## config.mk

```make
export PLATFORM = sky130hd
export DESIGN_NAME = v3n_sqrt_cell
export DESIGN_NICKNAME = d
export VERILOG_FILES = /design/src/vec3_normalize_unit_core_defines.svh /design/src/v3n_pkg.sv /design/src/v3n_sqrt_cell.sv
export SDC_FILE = /design/constraint.sdc
export NUM_CORES = 1
export LEC_CHECK = 0
export ABC_AREA = 1
export BUFFER_PORTS_ARGS = -buffer_cell sky130_fd_sc_hd__buf_2
export CAP_MARGIN = 20
export CORE_MARGIN = 2
export CORE_UTILIZATION = 30
export DETAILED_ROUTE_END_ITERATION = 8
export GPL_TIMING_DRIVEN = 0
export PLACE_DENSITY = 0.66
export SLEW_MARGIN = 15
export SYNTH_ARGS = -nofsm -noshare
export SYNTH_HDL_FRONTEND = slang
export SYNTH_SLANG_ARGS = --single-unit
```

## constraint.sdc

```tcl
create_clock -name clk_i -period 1.2 [get_ports clk_i]
set_input_delay 0.12 -clock clk_i [delete_from_list [all_inputs] [get_ports clk_i]]
set_output_delay 0.12 -clock clk_i [all_outputs]
set_load 0.05 [all_outputs]
```

## src/vec3_normalize_unit_core_defines.svh

```systemverilog
// Assertion macros shared by the vector normalization RTL.
`ifndef VEC3_NORMALIZE_UNIT_CORE_DEFINES_SVH
`define VEC3_NORMALIZE_UNIT_CORE_DEFINES_SVH
`ifndef SYNTHESIS
`define V3N_ASSERT(lbl, prop, msg) \
  lbl: assert property (@(posedge clk_i) disable iff (!rst_ni) (prop)) else $error(msg);
`define V3N_ASSERT_NEXT(lbl, pre, post, msg) \
  lbl: assert property (@(posedge clk_i) disable iff (!rst_ni) (pre) |=> (post)) \
    else $error(msg);
`else
`define V3N_ASSERT(lbl, prop, msg)
`define V3N_ASSERT_NEXT(lbl, pre, post, msg)
`endif
`endif

```

## src/v3n_pkg.sv

```systemverilog
// Types and constants of the vector normalization pipeline.
`default_nettype none
package v3n_pkg;
  localparam int unsigned CompW   = 32;
  localparam int unsigned SqrtN   = 32;
  localparam int unsigned DivN    = 31;

  localparam logic REG_SAFE_MODE  = 1'b0;
  localparam logic REG_MIN_LENGTH = 1'b1;

  typedef struct packed {
    logic             valid;
    logic [2:0][31:0] mag;
    logic [2:0]       neg;
    logic [63:0]      rad;
    logic [33:0]      rem;
    logic [31:0]      root;
  } sqrt_pkt_t;

  typedef struct packed {
    logic             valid;
    logic [2:0]       neg;
    logic [31:0]      len;
    logic [31:0]      dvs;
    logic [2:0][31:0] rem;
    logic [2:0][30:0] nbits;
    logic [2:0][30:0] quo;
  } div_pkt_t;
endpackage
`default_nettype wire

```

## src/v3n_sqrt_cell.sv

```systemverilog
// One bit of the digit-by-digit integer square root.
`default_nettype none
module v3n_sqrt_cell (
  input  wire logic               clk_i,
  input  wire logic               rst_ni,
  input  wire logic               en_i,
  input  wire v3n_pkg::sqrt_pkt_t pkt_i,
  output v3n_pkg::sqrt_pkt_t      pkt_o
);
  v3n_pkg::sqrt_pkt_t pkt_d, pkt_q;
  logic [35:0] trial_rem;
  logic [35:0] trial_sub;

  always_comb begin
    trial_rem = {pkt_i.rem, pkt_i.rad[63:62]};
    trial_sub = {2'b00, pkt_i.root, 2'b01};
    pkt_d = pkt_i;
    pkt_d.rad = {pkt_i.rad[61:0], 2'b00};
    if (trial_rem >= trial_sub) begin
      pkt_d.rem  = 34'(trial_rem - trial_sub);
      pkt_d.root = {pkt_i.root[30:0], 1'b1};
    end else begin
      pkt_d.rem  = trial_rem[33:0];
      pkt_d.root = {pkt_i.root[30:0], 1'b0};
    end
  end

  always_ff @(posedge clk_i or negedge rst_ni) begin
    if (!rst_ni) begin
      pkt_q <= '0;
    end else if (en_i) begin
      pkt_q <= pkt_d;
    end
  end

  assign pkt_o = pkt_q;
endmodule
`default_nettype wire

```

## Word level (Yosys, flattened, before mapping)

Cells that the tools add are included.

- Logic and storage cells: 11
- Register bits after elaboration: 228
- Output and inout bits: 230
- Bits of input ports: 233

- Multiplexer cells: 1
- Add/sub/neg operators: 1
- Magnitude comparators: 1

Operators by type and width:

| kind | number |
|---|---|
| $mux 66 | 1 |
| $ge 36x34->1 | 1 |
| $sub 34x34->34 | 1 |

## Logic depth before layout (Yosys ltp)

- Depth after elaboration: 2
- Depth in mapped cells: 16
- Mapped depth without buffers: 16

## Worst setup path after synthesis

OpenSTA, ideal clock, no wires.

- Path kind: input-to-reg
- From: in pkt_i[25] (netlist bit)
- To: reg pkt_q (netlist bit pkt_o[39])
- Setup time: 0.118 ns
- Arrival: 1.599 ns
- Path slack: -0.517 ns
- Path buffers: 1
- Stages: 15
- Required time: 1.082 ns
- Cells stage by stage: inv_1 -> ha_1 -> nand2_1 -> inv_1 -> nand2_1 -> nand2_1 -> inv_1 -> nand2_1 -> nand2_1 -> nand3_2 -> a21oi_4 -> buf_2 -> nand3_1 -> nand3_1 -> nand2_1

- Word-level cells in the longest chain between the ends: 2

RTL lines:

| what | RTL line | text |
|---|---|---|
| from (decl) | v3n_sqrt_cell.sv:7 | `input wire v3n_pkg::sqrt_pkt_t pkt_i,` |
| $ge 36x34->1 | v3n_sqrt_cell.sv:19 | `if (trial_rem >= trial_sub) begin` |
| $mux 66 | v3n_sqrt_cell.sv:19 |  |
| to (signal assigned) | v3n_sqrt_cell.sv:32 | `pkt_q <= pkt_d;` |
| to (decl) | v3n_sqrt_cell.sv:10 | `v3n_pkg::sqrt_pkt_t pkt_d, pkt_q;` |

Every way passes these cells.
A chain may end at the register's enable or synchronous reset.

## Final worst setup path

- From: in pkt_i[18] (netlist bit)
- To: reg pkt_q (netlist bit pkt_o[59])

- Word-level cells in the longest chain between the ends: 2
- Elaborated cells between the ends (all ways): 3
- Those cells by class: 1 x add/sub; 1 x order compare; 1 x mux

RTL lines:

| what | RTL line |
|---|---|
| $sub 34x34->34 / $ge 36x34->1 (equally long branches) | v3n_sqrt_cell.sv:20, v3n_sqrt_cell.sv:19 |
| $mux 66 * | v3n_sqrt_cell.sv:19 |

Mark *: on every way between the ends. The rest lies on a longest branch, timed or not.

==> results.md <==
Yosys:
- The number of enable-type register cells in the synthesized netlist is 0.
- The count of mapped cells out of synthesis is 1636.
- After synthesis, the share of flip-flops with an asynchronous set or reset is 100%.
- The most instantiated flip-flop cell in the synthesis netlist is sky130_fd_sc_hd__dfrtp_1.
- The count of synthesis-stage warnings from yosys is 0.
- Summing every instance area after synthesis gives 0.0118 mm2.
- Ranked by instance count, the synthesized netlist is headed by 877 x sky130_fd_sc_hd__nand2_1, 228 x sky130_fd_sc_hd__dfrtp_1, 175 x sky130_fd_sc_hd__inv_1.
- In the post-synthesis netlist, the biggest area contributors are sky130_fd_sc_hd__dfrtp_1 48%, sky130_fd_sc_hd__nand2_1 28%, sky130_fd_sc_hd__inv_1 5.6%.
- The synthesized flop and latch total is 228.
- Each instance of the synthesized netlist takes up on average 7.21 um2.
- The share of the Yosys chip area taken by registers is 48.3%.
- Among all cell types in the netlist, the one instantiated most often is sky130_fd_sc_hd__nand2_1.
- The netlist uses 35 different library cells.
- The top cell type by total area after synthesis is sky130_fd_sc_hd__dfrtp_1.
- The proportion of netlist area held by the largest area contributor is 48.3%.

Critical path:
- For the worst flop-to-flop path, the logic depth is 3.
- The startpoint type of the worst setup path is an input pin.
- By startpoint and endpoint, the worst setup path is classified as in2reg.
- The highest net fanout along the worst path is 7.
- The startpoint of the worst register-to-register path is pkt_o[116].
- Grouping stages by cell kind, the critical path spends the most delay in simple AND/OR/NAND/NOR gates.
- The delay of the slowest critical-path stage is 0.29 ns.
- Counting both buffers and inverters, the worst setup path holds a total of 3.
- Walking the worst path, the cells encountered are clkbuf_4 -> inv_12 -> ha_4 -> nand2_4 -> nor2_4 -> nand2_2 -> nor3_4 -> nand3_2 -> nand4_4 -> buf_6 -> nand3_2 -> nand2_1 -> nand2_1.
- The worst reg2reg path endpoint is pkt_o[116].
- At the worst endpoint, the required time is 1.65 ns.
- The cell with the largest stage delay on the worst path is sky130_fd_sc_hd__ha_4.
- The setup check on the worst reg-to-reg path leaves a slack of 0.26 ns.
- The data arrival time of the critical path is 1.92 ns.
- The kind of capture point of the worst setup path is a flip-flop.

Placed design:
- Including well taps, the total number of placed cells is 2616.
- The count of buffers added on input and output ports is 459.
- The detailed-placement wirelength estimate is 37900 um.
- The congestion estimate from routability-driven global placement came to 0.961.

STA:
- Summed over all failing endpoints, the final setup total negative slack is -17.41 ns.
- Setup repair after global routing could not meet its margin everywhere.
- Setup slack on the critical path of the routed design comes to -0.273 ns.
- The slew of the pin with the lowest slew margin is 0.808 ns.
- Headroom to the max-slew limit came out at 46.1%.
- Static timing analysis puts the maximum clock frequency at 679 MHz.
- The final number of hold-violating endpoints is 0.
- The shortest period the worst path allows is 1.47 ns.
- After layout, the worst path uses 123% of the clock period.
- Setup violations remaining at the end of the flow were counted as 263.
- The maximum clock skew at final layout is 0 ns.
- The total count of max-transition violations in the final report is 0.
- Across all hold checks on the routed design, the worst slack comes to 0.0393 ns.

Power and ir drop:
- Net switching is 37.3% of the power.
- The share of total power in sequential cells is 32.3%.
- The power spent charging and discharging nets is 10.5 mW.
- The internal power is 17.7 mW.
- Power comes to 28.3 mW.
- In this run, the combinational gates consume 37.6% of the power.
- VDD sags by at most 0.00110 V.
- The clock network accounts for 30.1% of the total power.
- The power density relative to cell area is 1290 mW/mm2.
- The leakage dissipation is 11.8 nW.

Floorplanning:
- The core outline area is 0.0387 mm2.
- The overall die height is 202 um.
- The initial utilization of the core area, before any placement, comes to 30.5%.
- The count of pins on the block boundary is 463.
- The die covers 0.0409 mm2.
- The initialized floorplan defines 72 standard-cell rows.
- In this run the horizontal extent of the chip is 202 um.

Clock tree:
- The H-tree depth is 1.
- The clock root buffer is sky130_fd_sc_hd__clkbuf_16.
- In this run the deepest clock path goes through 3 buffers.
- The clock drives 228 sinks.
- Counting the buffers created by CTS gives 27.
- The clock-pin slew of the registers on the worst-case setup and hold paths is 0.06 ns.
- TritonCTS built the clock tree.
- The clock latency of the later-clocked register in the worst-skew pair is 0.56 ns.

Hold path:
- For hold timing, the worst endpoint is pkt_o[32].
- The class of the tightest hold or removal check is in2reg.
- The number of stages on the worst hold path is 5.
- The beginning of the worst hold path is pkt_i[128].

Detailed routing:
- Dividing the detail-routed wire length by the instance count gives 18.9 um.
- After detailed routing, the total wire length is 58100 um.
- The count of TritonRoute iterations in the first routing pass is 5.
- After detailed routing, the number of remaining DRC violations is 0.
- The number of antenna-violating nets in the routed design is 0.
- The detailed router finished its first iteration with 1063 violations.
- The via total after detailed routing is 14700.
- Using the TritonRoute via totals, the vias-per-cell ratio works out to 4.79.

Global route:
- The first global-routing pass estimated 84100 um of wire.
- The residual overflow from global routing is 0.
- For this run, the total global-route usage over all layers was measured as 26.5%.
- Entering global routing, the biggest net connects 101 pins.
- The initial antenna violation count is 9.
- The number of global-route vias before repair is 14900.

Outcome:
- The final reports fail on setup timing.
- The flow ran to the end, but the final reports show violations.

Layout:
- The share of final-layout standard cells stronger than drive strength 1 is 35.6%.
- The flip-flop count of the largest register after layout is 228.
- After the last flow step, the layout net total stands at 2800.
- The final non-filler cell total is 3077.
- The fill cell instance count of the final layout is 3278.
- The post-synthesis to final-layout area growth is 85.8%.

Flow run:
- The number of max-cap violations is 0.
cell families after synthesis:
kind of cell    Yosys count  share of synthesized area, %
simple gates           1056                          35.9
buf+inv                 235                          7.92
flops                   228                          48.3
compound gates           67                          3.14
fa+ha+maj                34                          3.60
xor+xnor                 15                          1.11
other cells               1                        0.0318
cells in the final DEF (no fill, tap or decap), types with 28 or more instances in the layout:
cell	instances
sky130_fd_sc_hd__buf_2	229
sky130_fd_sc_hd__buf_4	172
sky130_fd_sc_hd__buf_6	239
sky130_fd_sc_hd__clkbuf_1	35
sky130_fd_sc_hd__clkbuf_16	28
sky130_fd_sc_hd__dfrtp_1	224
sky130_fd_sc_hd__dlygate4sd3_1	228
sky130_fd_sc_hd__ha_4	32
sky130_fd_sc_hd__inv_1	145
sky130_fd_sc_hd__nand2_1	819
sky130_fd_sc_hd__nand2_2	44
sky130_fd_sc_hd__nand3_1	51
sky130_fd_sc_hd__nand3_2	43
sky130_fd_sc_hd__nor2_1	39
sky130_fd_sc_hd__o21ai_0	35
per-stage QoR:
| step | cell area (um2) | setup WS (ns) | utilization [%] |
|---|---|---|---|
| after global placement | 15400 | -4.28 | 39.8 |
| after global routing | 21900 | -0.359 | 56.6 |
| final | 21900 | -0.273 | 56.6 |
| after CTS | 21000 | -0.225 | 54.3 |
| after floorplan | 12500 | -0.354 | - |
| after detailed placement | 15500 | -1.03 | 39.9 |
worst max path at each step:
stage | start | end | slack [ns] | depth (start not counted)
finish | pkt_i[18] | pkt_o[59] | -0.27 | 13
global route | pkt_i[29] | pkt_o[48] | -0.36 | 13
CTS | pkt_i[29] | pkt_o[51] | -0.23 | 13
detailed placement | en_i | pkt_o[60] | -1.03 | 6
global placement | rst_ni | pkt_o[151] | -4.28 | 1
floorplan | pkt_i[52] | pkt_o[39] | -0.35 | 14
metal layers:
layer  up-vias  track usage (%)  wire length [um]
met5         -                0                42
met4         8             15.9              4240
met3       245             5.27              4420
met2       739             45.5             27800
met1      6965             30.4             21700
li1       6775                -                 -
timing repair:
| item | CTS | global route |
|---|---|---|
| setup endpoints to repair | 437 | 319 |
| pin swaps | 36 | 24 |
| gates cloned | 5 | 1 |
| setup buffers | 81 | 92 |
| gates resized for setup | 547 | 59 |
| endpoints found under the hold margin | 355 | 0 |
| hold buffers | 228 | 0 |
power groups by stage:
stage	clock network, mW	registers (mW)	logic, mW
2_1_floorplan	0	11.8	2.42
3_3_place_gp	0	9.00	7.66
3_5_place_dp	0	9.03	7.73
4_1_cts	8.64	9.07	9.93
5_1_grt	8.97	9.19	11.2
6_report	8.50	9.13	10.6
worst register-to-register path, stage by stage (launching register included):
cell and delay (ns):
sky130_fd_sc_hd__dfrtp_1 0.41, sky130_fd_sc_hd__buf_4 0.15, sky130_fd_sc_hd__nand2_1 0.07, sky130_fd_sc_hd__nand2_1 0.15
area by class of cell:
class	count	area, um2	area share (%)
sequential	228	5710	26.0
clock inverter	9	115	0.525
clock buffer	40	795	3.62
antenna	6	15.0	0.0685
timing repair buffer	866	7460	34.0
inverter	176	727	3.31
tap	518	648	2.95
buffer	59	314	1.43
multi-input combinational	1175	6150	28.0
Power figures use the tool's default switching activity.
