`src/vec3_normalize_unit_core_defines.svh`:
```
// Assertion macros shared by the vector normalization RTL.
`ifndef VEC3_NORMALIZE_UNIT_CORE_DEFINES_SVH
`define VEC3_NORMALIZE_UNIT_CORE_DEFINES_SVH
`ifndef SYNTHESIS
`define V3N_ASSERT(lbl, prop, msg) \
  lbl: assert property (@(posedge clk_i) disable iff (!rst_ni) (prop)) else $error(msg);
`define V3N_ASSERT_NEXT(lbl, pre, post, msg) \
  lbl: assert property (@(posedge clk_i) disable iff (!rst_ni) (pre) |=> (post)) \
    else $error(msg);
`else
`define V3N_ASSERT(lbl, prop, msg)
`define V3N_ASSERT_NEXT(lbl, pre, post, msg)
`endif
`endif

```
`src/v3n_pkg.sv`:
```
// Types and constants of the vector normalization pipeline.
`default_nettype none
package v3n_pkg;
  localparam int unsigned CompW   = 32;
  localparam int unsigned SqrtN   = 32;
  localparam int unsigned DivN    = 31;

  localparam logic REG_SAFE_MODE  = 1'b0;
  localparam logic REG_MIN_LENGTH = 1'b1;

  typedef struct packed {
    logic             valid;
    logic [2:0][31:0] mag;
    logic [2:0]       neg;
    logic [63:0]      rad;
    logic [33:0]      rem;
    logic [31:0]      root;
  } sqrt_pkt_t;

  typedef struct packed {
    logic             valid;
    logic [2:0]       neg;
    logic [31:0]      len;
    logic [31:0]      dvs;
    logic [2:0][31:0] rem;
    logic [2:0][30:0] nbits;
    logic [2:0][30:0] quo;
  } div_pkt_t;
endpackage
`default_nettype wire

```
`src/v3n_div_cell.sv`:
```
// One quotient bit of the three restoring dividers.
`default_nettype none
module v3n_div_cell (
  input  wire logic              clk_i,
  input  wire logic              rst_ni,
  input  wire logic              en_i,
  input  wire v3n_pkg::div_pkt_t pkt_i,
  output v3n_pkg::div_pkt_t      pkt_o
);
  v3n_pkg::div_pkt_t pkt_d, pkt_q;
  logic [2:0][32:0] part;

  always_comb begin
    pkt_d = pkt_i;
    for (int l = 0; l < 3; l++) begin
      part[l] = {pkt_i.rem[l], pkt_i.nbits[l][30]};
      pkt_d.nbits[l] = {pkt_i.nbits[l][29:0], 1'b0};
      if (part[l] >= {1'b0, pkt_i.dvs}) begin
        pkt_d.rem[l] = 32'(part[l] - {1'b0, pkt_i.dvs});
        pkt_d.quo[l] = {pkt_i.quo[l][29:0], 1'b1};
      end else begin
        pkt_d.rem[l] = part[l][31:0];
        pkt_d.quo[l] = {pkt_i.quo[l][29:0], 1'b0};
      end
    end
  end

  always_ff @(posedge clk_i or negedge rst_ni) begin
    if (!rst_ni) begin
      pkt_q <= '0;
    end else if (en_i) begin
      pkt_q <= pkt_d;
    end
  end

  assign pkt_o = pkt_q;
endmodule
`default_nettype wire

```
`config.mk`:
```
export PLATFORM = sky130hd
export DESIGN_NAME = v3n_div_cell
export DESIGN_NICKNAME = d
export VERILOG_FILES = /design/src/vec3_normalize_unit_core_defines.svh /design/src/v3n_pkg.sv /design/src/v3n_div_cell.sv
export SDC_FILE = /design/constraint.sdc
export NUM_CORES = 1
export LEC_CHECK = 0
export ABC_AREA = 1
export BUFFER_PORTS_ARGS = -buffer_cell sky130_fd_sc_hd__buf_4
export CAP_MARGIN = 20
export CORE_AREA = 2 2 270 272
export DETAILED_ROUTE_END_ITERATION = 8
export DIE_AREA = 0 0 272 274
export PLACE_DENSITY = 0.63
export SLEW_MARGIN = 10
export SYNTH_ARGS = -nofsm -noshare
export SYNTH_HDL_FRONTEND = slang
export SYNTH_SLANG_ARGS = --single-unit
```
`constraint.sdc`:
```
create_clock -name clk_i -period 0.8 [get_ports clk_i]
set_input_delay 0.12 -clock clk_i [delete_from_list [all_inputs] [get_ports clk_i]]
set_output_delay 0.12 -clock clk_i [all_outputs]
set_load 0.05 [all_outputs]
```
==> After elaboration in Yosys (flattened, before gate mapping) <==
Index checks and enable logic that the tools add are counted.
W data, S select, Z words.
{ "totals": {"register_bits": 347, "latch_bits": 0, "mem_bits_rw": 0, "rom_bits": 0, "output_inout_bits": 350, "elab_cells": 25, "mem_count": 0} }
{ "classes": {"add_sub_neg": 3, "mul": 0, "div": 0, "n_lt_le_gt_ge": 3, "eq_ne": 0, "shift": 0, "n_mux": 6, "bitwise_logic": 0, "n_reduce_logical": 0} }
{ "op_table": {"columns": ["op", "n"], "rows": [
  ["$ge A33 B32 Y1", 3],
  ["$mux W32", 3],
  ["$sub A32 B32 Y32", 3],
  ["$mux W1", 3]
]} }

==> Depth between registers and ports, before layout <==
Gate-level depths: netlist of run 1.
{ "depth": {"word_depth": 2, "depth_mapped": 17, "depth_no_buf": 16} }

==> Least setup slack after synthesis of run 1 <==
OpenSTA, ideal clock, no wires.
{ "synth_timing": {"path_type": "input -> register", "from": "in pkt_i[185] (netlist name)", "to": "reg pkt_q (netlist bit pkt_o[278])", "setup_ns": 0.118, "arrival_ns": 1.619, "slack_ns": -0.936, "stages": 15, "cell_sequence": "inv_1 > ha_1 > fa_1 > inv_1 > nand3_1 > nand3_1 > nand2_1 > nand2_1 > nand2_1 > nand2_1 > nand2_1 > nand3_1 > nand3_1 > nand2_1 > nand2_1"} }
{ "synth_between": {"elab_chain_len": 2, "word_cells_on_any_way": 3} }
{ "synth_rtl": {"columns": ["element", "line", "source"], "rows": [
  ["start: declaration", "v3n_div_cell.sv:7", "input wire v3n_pkg::div_pkt_t pkt_i,"],
  ["$sub A32 B32 Y32 / $ge A33 B32 Y1 (equally long branches)", "v3n_div_cell.sv:19, v3n_div_cell.sv:18", null],
  ["$mux W32 (*)", "v3n_div_cell.sv:18", "if (part[l] >= {1'b0, pkt_i.dvs}) begin"],
  ["end signal: assignment", "v3n_div_cell.sv:32", "pkt_q <= pkt_d;"],
  ["end: declaration", "v3n_div_cell.sv:10", "v3n_pkg::div_pkt_t pkt_d, pkt_q;"]
]} }
Mark *: on every way between the ends. The rest lies on a longest branch, timed or not.
A chain may end at the register's enable or synchronous reset.

==> Final worst setup path of run 1 <==
{ "layout_timing": {"from": "in pkt_i[301] (netlist name)", "to": "reg pkt_q (netlist bit pkt_o[193])"} }
{ "layout_between": {"elab_chain_len": 2} }
{ "layout_rtl": {"columns": ["element", "line"], "rows": [
  ["$ge A33 B32 Y1", "v3n_div_cell.sv:18"],
  ["$mux W32", "v3n_div_cell.sv:18"]
]} }
No other way between the ends.

==> metrics.cfg, run 1 <==
[clocking]
clkSlewWorstSetupHoldPaths_ns = 0.06
cts.path.max_buffers = 3
cts_tree = yes
tritoncts_num_sinks = 347
cts-root-buf = sky130_fd_sc_hd__clkbuf_16
htreeDepth = 2
clock_insertion_delay_worst_skew_ns = 0.57
cts_buffers = 41

[floorplanning]
die_w_um = 272
placeableCoreArea_um2 = 72000
placement_rows = 99
initial_core_util_pct = 30.4
ios = 703
die_area_um2 = 74500
dieHeight_um = 274

[sta]
rsz0062_at_grt = yes
worst_clock_skew_ns = 0
final_period_minus_worst_setup_slack_ns = 1.67
hold_slack_ns = 0.0254
finalHoldViolations = 0
fin_ws_ns = -0.872
slew_violations = 0
setup-violations-final = 446
final_min_period_over_clock_period_pct = 209
max_freq_mhz = 598
timing.setup.tns_ns = -244.44

[yosys]
syn-cell-area_um2 = 21900
ys.warnings.count = 0
synthMostInstantiatedCell = sky130_fd_sc_hd__nand2_1
cell_taking_the_most_area_after_synthesis = sky130_fd_sc_hd__dfrtp_1
cell_types_with_the_largest_area_share_after_synthesis = sky130_fd_sc_hd__dfrtp_1 40%, sky130_fd_sc_hd__nand2_1 30%, sky130_fd_sc_hd__inv_1 7.0%, sky130_fd_sc_hd__ha_1 5.5%, sky130_fd_sc_hd__nand3_1 4.0%
ys_types = 37
synth_flop_cell = sky130_fd_sc_hd__dfrtp_1
post_synth_inst_count = 3303
netlist_top_cells_count = 1750 x sky130_fd_sc_hd__nand2_1, 411 x sky130_fd_sc_hd__inv_1, 347 x sky130_fd_sc_hd__dfrtp_1, 174 x sky130_fd_sc_hd__nand3_1, 123 x sky130_fd_sc_hd__nor2_1
synth_edf_count = 0
sequential_fraction_of_the_synthesis_area_pct = 39.6
synth_seq_cells = 347
synth_top_area_share_pct = 39.6
synth_async_sr_flop_share_pct = 100
synthesis.area_per_instance_um2 = 6.63

[critical_path]
worst-r2r-setup-slack_ns = 0.05
cp-start-kind = input port
signal_arrival_time_at_the_worst_endpoint_ns = 2.13
critical_path_required_time_ns = 1.26
r2r_start = pkt_o[178]
setup.worst_path.end_class = register
timing.critical_path.fanout_max = 7
worst-setup-path-type = in -> reg
ff2ff_path_depth = 2
endpoint_of_the_lowest_slack_register_to_register_path = pkt_o[178]

[status]
failed_checks = negative setup slack
result_of_the_run = complete, but fails checks

[placement]
gpl.final_weighted_congestion = 0.983
dp_slack_ns = -1.57
dp.final_hpwl_mm = 84.3
port_buffers = 696
numPlacedInstances = 5349

[route]
vias = 27300
avgViaCountPerCell = 4.73
detailedRoute.firstIterationViolations = 2182
drt_drc_violations_left = 0
ant_nets = 0
detail_route.first_pass.iterations = 5
wire_per_inst_um = 19.1
postRouteWirelength_mm = 111

[pwr]
power_mw = 70.3
power_leakage_nw = 21.3
vdd_drop_max_mv = 1.52
cellPowerDensity_nw_per_um2 = 1830

[global_routing]
first_pass_grt_wire_length_mm = 162
largest_net_degree_at_the_start_of_global_routing = 58
globalRouteOverflowTotal = 0
first_global_vias = 26900
grt_use_total_pct = 28.5
grt_antenna_before_repair = 6

[cells_and_area]
largest_register_ff_count = 347
layout-drive-gt1-share_pct = 29.8
finalNonFillerCells = 5778
final_nets = 5229
flow.area_growth_from_synthesis_pct = 75.3

[hold_path]
worst_hold_path.num_cells = 4
worst_hold_path_type = in -> reg
worst_hold_startpoint = pkt_i[284]
min_delay_worst_endpoint = pkt_o[284]

[job]
max-cap-violations = 0

-- final cells by class --
type                            count  area [um2]
Multi-Input combinational cell   2444       11900
Sequential cell                   347        8690
Antenna cell                       10        25.0
Clock inverter                     16         239
Fill cell                        6661       33600
Tap cell                          959        1200
Timing Repair Buffer             1530       13600
Clock buffer                       59        1160
Inverter                          413        1580
-- timing repair --
item                                    4_1_cts  5_1_grt
endpoints found under the hold margin       672        0
endpoints found under the setup margin      446      446
pin swaps                                     8       19
cloned                                        1        3
hold buffers                                330        0
gates resized for setup                     142       83
buffers inserted                              8        3
-- layout by cell type, fill, tap and decap left out, drive strengths merged --
cell type	instances
ha	96
nor3	11
and2	4
clkbuf	61
o21a	6
dfrtp	347
nor4	4
clkinvlp	10
fa	3
diode	10
and3	1
xor2	3
nand2	1761
xnor2	40
o21ai	36
nand4	27
buf	1198
clkinv	9
o21bai	6
inv	406
bufinv	4
dlygate4sd3	330
a21o	2
or2	1
nor2	131
nand3	184
a21oi	50
conb	3
nand3b	75
-- where the power goes --
group / leakage (nW) / switching, mW / internal [mW]
sequential: 4.19 / 1.50 / 19.6
clock: 0.677 / 8.32 / 11.5
combinational: 16.4 / 17.9 / 11.5
-- critical path, cell delays in order --
cell                        delay [ns]
sky130_fd_sc_hd__buf_4            0.08
sky130_fd_sc_hd__inv_1            0.05
sky130_fd_sc_hd__buf_12           0.14
sky130_fd_sc_hd__ha_1             0.35
sky130_fd_sc_hd__nand2_1          0.11
sky130_fd_sc_hd__nor2_2           0.18
sky130_fd_sc_hd__nand2_1          0.10
sky130_fd_sc_hd__nor2_2           0.13
sky130_fd_sc_hd__nand3_1          0.10
sky130_fd_sc_hd__nand2_2          0.09
sky130_fd_sc_hd__nor2_4           0.04
sky130_fd_sc_hd__buf_12           0.14
sky130_fd_sc_hd__nand2_8          0.13
sky130_fd_sc_hd__clkbuf_16        0.16
sky130_fd_sc_hd__nand2_1          0.05
sky130_fd_sc_hd__nand3_1          0.08
sky130_fd_sc_hd__nand2_1          0.06
-- worst max-delay path by stage --
stage | from | to | slack, ns | cells past startpoint
floorplan | pkt_i[289] | pkt_o[236] | -0.89 | 14
global placement | pkt_i[309] | pkt_o[276] | -1.54 | 14
detailed placement | pkt_i[290] | pkt_o[227] | -1.57 | 16
CTS | pkt_i[285] | pkt_o[190] | -0.80 | 16
global route | pkt_i[290] | pkt_o[197] | -0.95 | 17
finish | pkt_i[301] | pkt_o[193] | -0.87 | 17
-- logic make-up after synthesis --
family | Yosys count | synth area share (%)
AOI/OAI and AO/OA | 100 | 2.44
xor gates and xnor gates | 43 | 1.72
adders and majority gates | 99 | 5.76
buffers and inverters | 514 | 9.26
DFF | 347 | 39.6
other | 1 | 0.0171
and+or+nand+nor | 2199 | 41.2
-- per-layer routing --
metal | global-route usage [%] | vias up | wire length, um
met4 | 11.8 | 0 | 5260
met5 | 0 | - | 0
met1 | 37.6 | 12800 | 46300
met2 | 44.4 | 1219 | 48600
met3 | 7.40 | 304 | 10400
li1 | - | 13000 | -
-- metrics by stage --
| step | utilization (%) | cell area (um2) |
|---|---|---|
| after detailed placement | 45.1 | 32400 |
| after CTS | 52.8 | 38000 |
| after floorplan | - | 21900 |
| after global routing | 53.4 | 38400 |
| after global placement | 45.1 | 32400 |
| final | 53.4 | 38400 |
(Power assumes the default switching activity.)
==> run 2: changes to the inputs <==
==> constraint.sdc (replaced) <==
create_clock -name clk_i -period 0.8 [get_ports clk_i]
set_input_delay 0.04 -clock clk_i [delete_from_list [all_inputs] [get_ports clk_i]]
set_output_delay 0.04 -clock clk_i [all_outputs]
set_load 0.05 [all_outputs]
==> run 2 against run 1 <==
Compared with the run above: the flow finishes with violations (negative hold slack, negative setup slack); critical path type unchanged; maximum frequency rose by 8.7%; sequential power about the same; hold slack got worse by 0.043 ns; largest power group unchanged.
==> metrics.cfg, run 2 (synthesized netlist as in run 1, its figures left out) <==
[pwr]
share_clk_of_total_power_pct = 26.4
power.switching_fraction_pct = 40.0
switchingPower_mw = 29.9
p_seq_share_pct = 28.7
cellPowerDensity_nw_per_um2 = 1760
power_leakage_nw = 22.8
internal_power_mw = 44.9
comb_power_share_pct = 44.9
vdd_drop_max_mv = 1.76

[cells_and_area]
layout.cells.most_common_list = 1609 x sky130_fd_sc_hd__nand2_1, 891 x sky130_fd_sc_hd__buf_4, 386 x sky130_fd_sc_hd__inv_1
largest_register_ff_count = 347
seq_cell_area_um2 = 8690
layout-drive-gt1-share_pct = 36.6
final_nets = 5403
num-fill-cells = 6007
final_cell_area_um2 = 42400
most_common_cell_after_layout_fill_and_taps_aside = sky130_fd_sc_hd__nand2_1
multi_input_combinational_cell_area_um2 = 13300
flow.area_growth_from_synthesis_pct = 93.4

[floorplanning]
placement_rows = 99
initial_core_util_pct = 30.4
die_w_um = 272
die_area_um2 = 74500
placeableCoreArea_um2 = 72000
ios = 703
dieHeight_um = 274

[global_routing]
grt.met1_usage_pct = 36.5
globalRoute.busiestLayer = met2
globalRouteOverflowTotal = 0
grt_use_total_pct = 28.3
grt_antenna_before_repair = 4
first_global_vias = 26700
grt.met3_usage_pct = 8.59
first_pass_grt_wire_length_mm = 160
largest_net_degree_at_the_start_of_global_routing = 69
groute.layer.met2.usage_pct = 44.5

[sta]
rsz0062_at_grt = yes
setup-violations-final = 551
fin_ws_ns = -0.738
finalHoldViolations = 5
tightest_slew_ns = 0.535
worst_slew_margin_rel_pct = 64.2
final_period_minus_worst_setup_slack_ns = 1.54
max_freq_mhz = 650
worst_clock_skew_ns = 0
hold_slack_ns = -0.0176
final_min_period_over_clock_period_pct = 192
slew_violations = 0

[hold_path]
worst_hold_path_type = in -> reg

[route]
wire_per_inst_um = 20.3
drt_drc_violations_left = 0
detail_route.first_pass.iterations = 6
vias = 28900
avgViaCountPerCell = 4.85
detailedRoute.firstIterationViolations = 2466
ant_nets = 0
postRouteWirelength_mm = 121

[clocking]
clock_insertion_delay_worst_skew_ns = 0.58
cts-root-buf = sky130_fd_sc_hd__clkbuf_16
cts_tree = yes
htreeDepth = 2
clkSlewWorstSetupHoldPaths_ns = 0.06
tritoncts_num_sinks = 347
cts.path.max_buffers = 3
cts_buffers = 42

[critical_path]
cp-start-kind = input port
critical_path_required_time_ns = 1.27
setup.worst_path.end_class = register
timing.critical_path.fanout_max = 8
worst-r2r-setup-slack_ns = -0.07
signal_arrival_time_at_the_worst_endpoint_ns = 2.01
worst-setup-path-type = in -> reg

[placement]
gpl.final_weighted_congestion = 0.978
dp.final_hpwl_mm = 83.9
detailed_place.area_um2 = 32400
port_buffers = 696

[status]
result_of_the_run = complete, but fails checks
failed_checks = negative hold slack, negative setup slack

[job]
max-cap-violations = 0

[run 2: changes by cell type in the layout (fill, tap and decap cells not counted), moves of 29 or more]
cell / before / now
sky130_fd_sc_hd__nand2_2: 30 / 123
sky130_fd_sc_hd__nand3_1: 167 / 129
sky130_fd_sc_hd__ha_4: 37 / 72
sky130_fd_sc_hd__ha_1: 52 / 23
sky130_fd_sc_hd__nand3_2: 17 / 48
sky130_fd_sc_hd__nand2_1: 1724 / 1609
sky130_fd_sc_hd__buf_6: 58 / 358
sky130_fd_sc_hd__buf_4: 1056 / 891
[run 2: path summary, 6_finish.rpt]
| kind | end | start | cells after the start |
|---|---|---|---|
| worst min-delay path | pkt_o[258] | pkt_i[257] | 6 |
| worst max-delay path | pkt_o[281] | pkt_i[309] | 17 |
| worst min register to register | pkt_o[337] | pkt_o[337] | 2 |
| worst max register to register | pkt_o[134] | pkt_o[134] | 3 |
| min in group asynchronous | pkt_o[229] | rst_ni | 3 |
| max in group asynchronous | pkt_o[263] | rst_ni | 4 |
[run 2: repair_timing]
action,4_1_cts,5_1_grt
gates cloned,0,11
setup buffers,6,143
gates resized for setup,124,739
endpoints found under the setup margin,446,562
endpoints found under the hold margin,691,13
hold buffers,346,7
pin swaps,12,99
[run 2: metrics by stage]
stage | utilization [%] | total power [mW] | instances | setup slack, ns | setup TNS (ns)
after CTS | 52.6 | 69.4 | 5782 | -0.677 | -254.08
after detailed placement | 45.0 | 47.6 | 5353 | -1.59 | -166.30
after global placement | 45.0 | 47.4 | 5353 | -1.61 | -163.22
final | 58.9 | 74.8 | 5952 | -0.738 | -242.53
after global routing | 58.9 | 77.7 | 5944 | -0.796 | -263.00
after floorplan | - | 35.5 | 3305 | -0.811 | -134.09
[run 2: layout make-up]
class / count / share of cell area (%)
Antenna cell: 9 / 0.0531
Clock buffer: 60 / 2.85
Clock inverter: 17 / 0.416
Inverter: 413 / 3.75
Multi-Input combinational cell: 2446 / 31.4
Sequential cell: 347 / 20.5
Tap cell: 959 / 2.83
Timing Repair Buffer: 1701 / 38.1
[run 2: routing by layer]
layer	up-vias	share of wire, %
met1	13600	39
met2	1471	45
met4	2	5.4
met3	412	9.9
met5	-	0.0083
li1	13400	-
[run 2: worst max-delay path, stage by stage]
cell,delay [ns]
sky130_fd_sc_hd__buf_8,0.08
sky130_fd_sc_hd__clkinvlp_4,0.14
sky130_fd_sc_hd__buf_12,0.18
sky130_fd_sc_hd__buf_6,0.12
sky130_fd_sc_hd__ha_4,0.28
sky130_fd_sc_hd__nand2_4,0.06
sky130_fd_sc_hd__nor2_4,0.11
sky130_fd_sc_hd__nand2_1,0.06
sky130_fd_sc_hd__nor2_1,0.10
sky130_fd_sc_hd__and3_4,0.20
sky130_fd_sc_hd__nor2_4,0.05
sky130_fd_sc_hd__buf_6,0.13
sky130_fd_sc_hd__nand2_8,0.10
sky130_fd_sc_hd__buf_8,0.15
sky130_fd_sc_hd__nand3_4,0.08
sky130_fd_sc_hd__nand2_2,0.07
sky130_fd_sc_hd__nand2_1,0.06
[run 2: power groups by stage]
stage,combinational [mW],clock [mW],sequential [mW]
CTS,28.5,19.9,21.0
floorplan,7.45,0,28.0
finish,33.6,19.8,21.4
global placement,26.3,0,21.1
detailed placement,26.4,0,21.1
global route,35.3,20.8,21.5
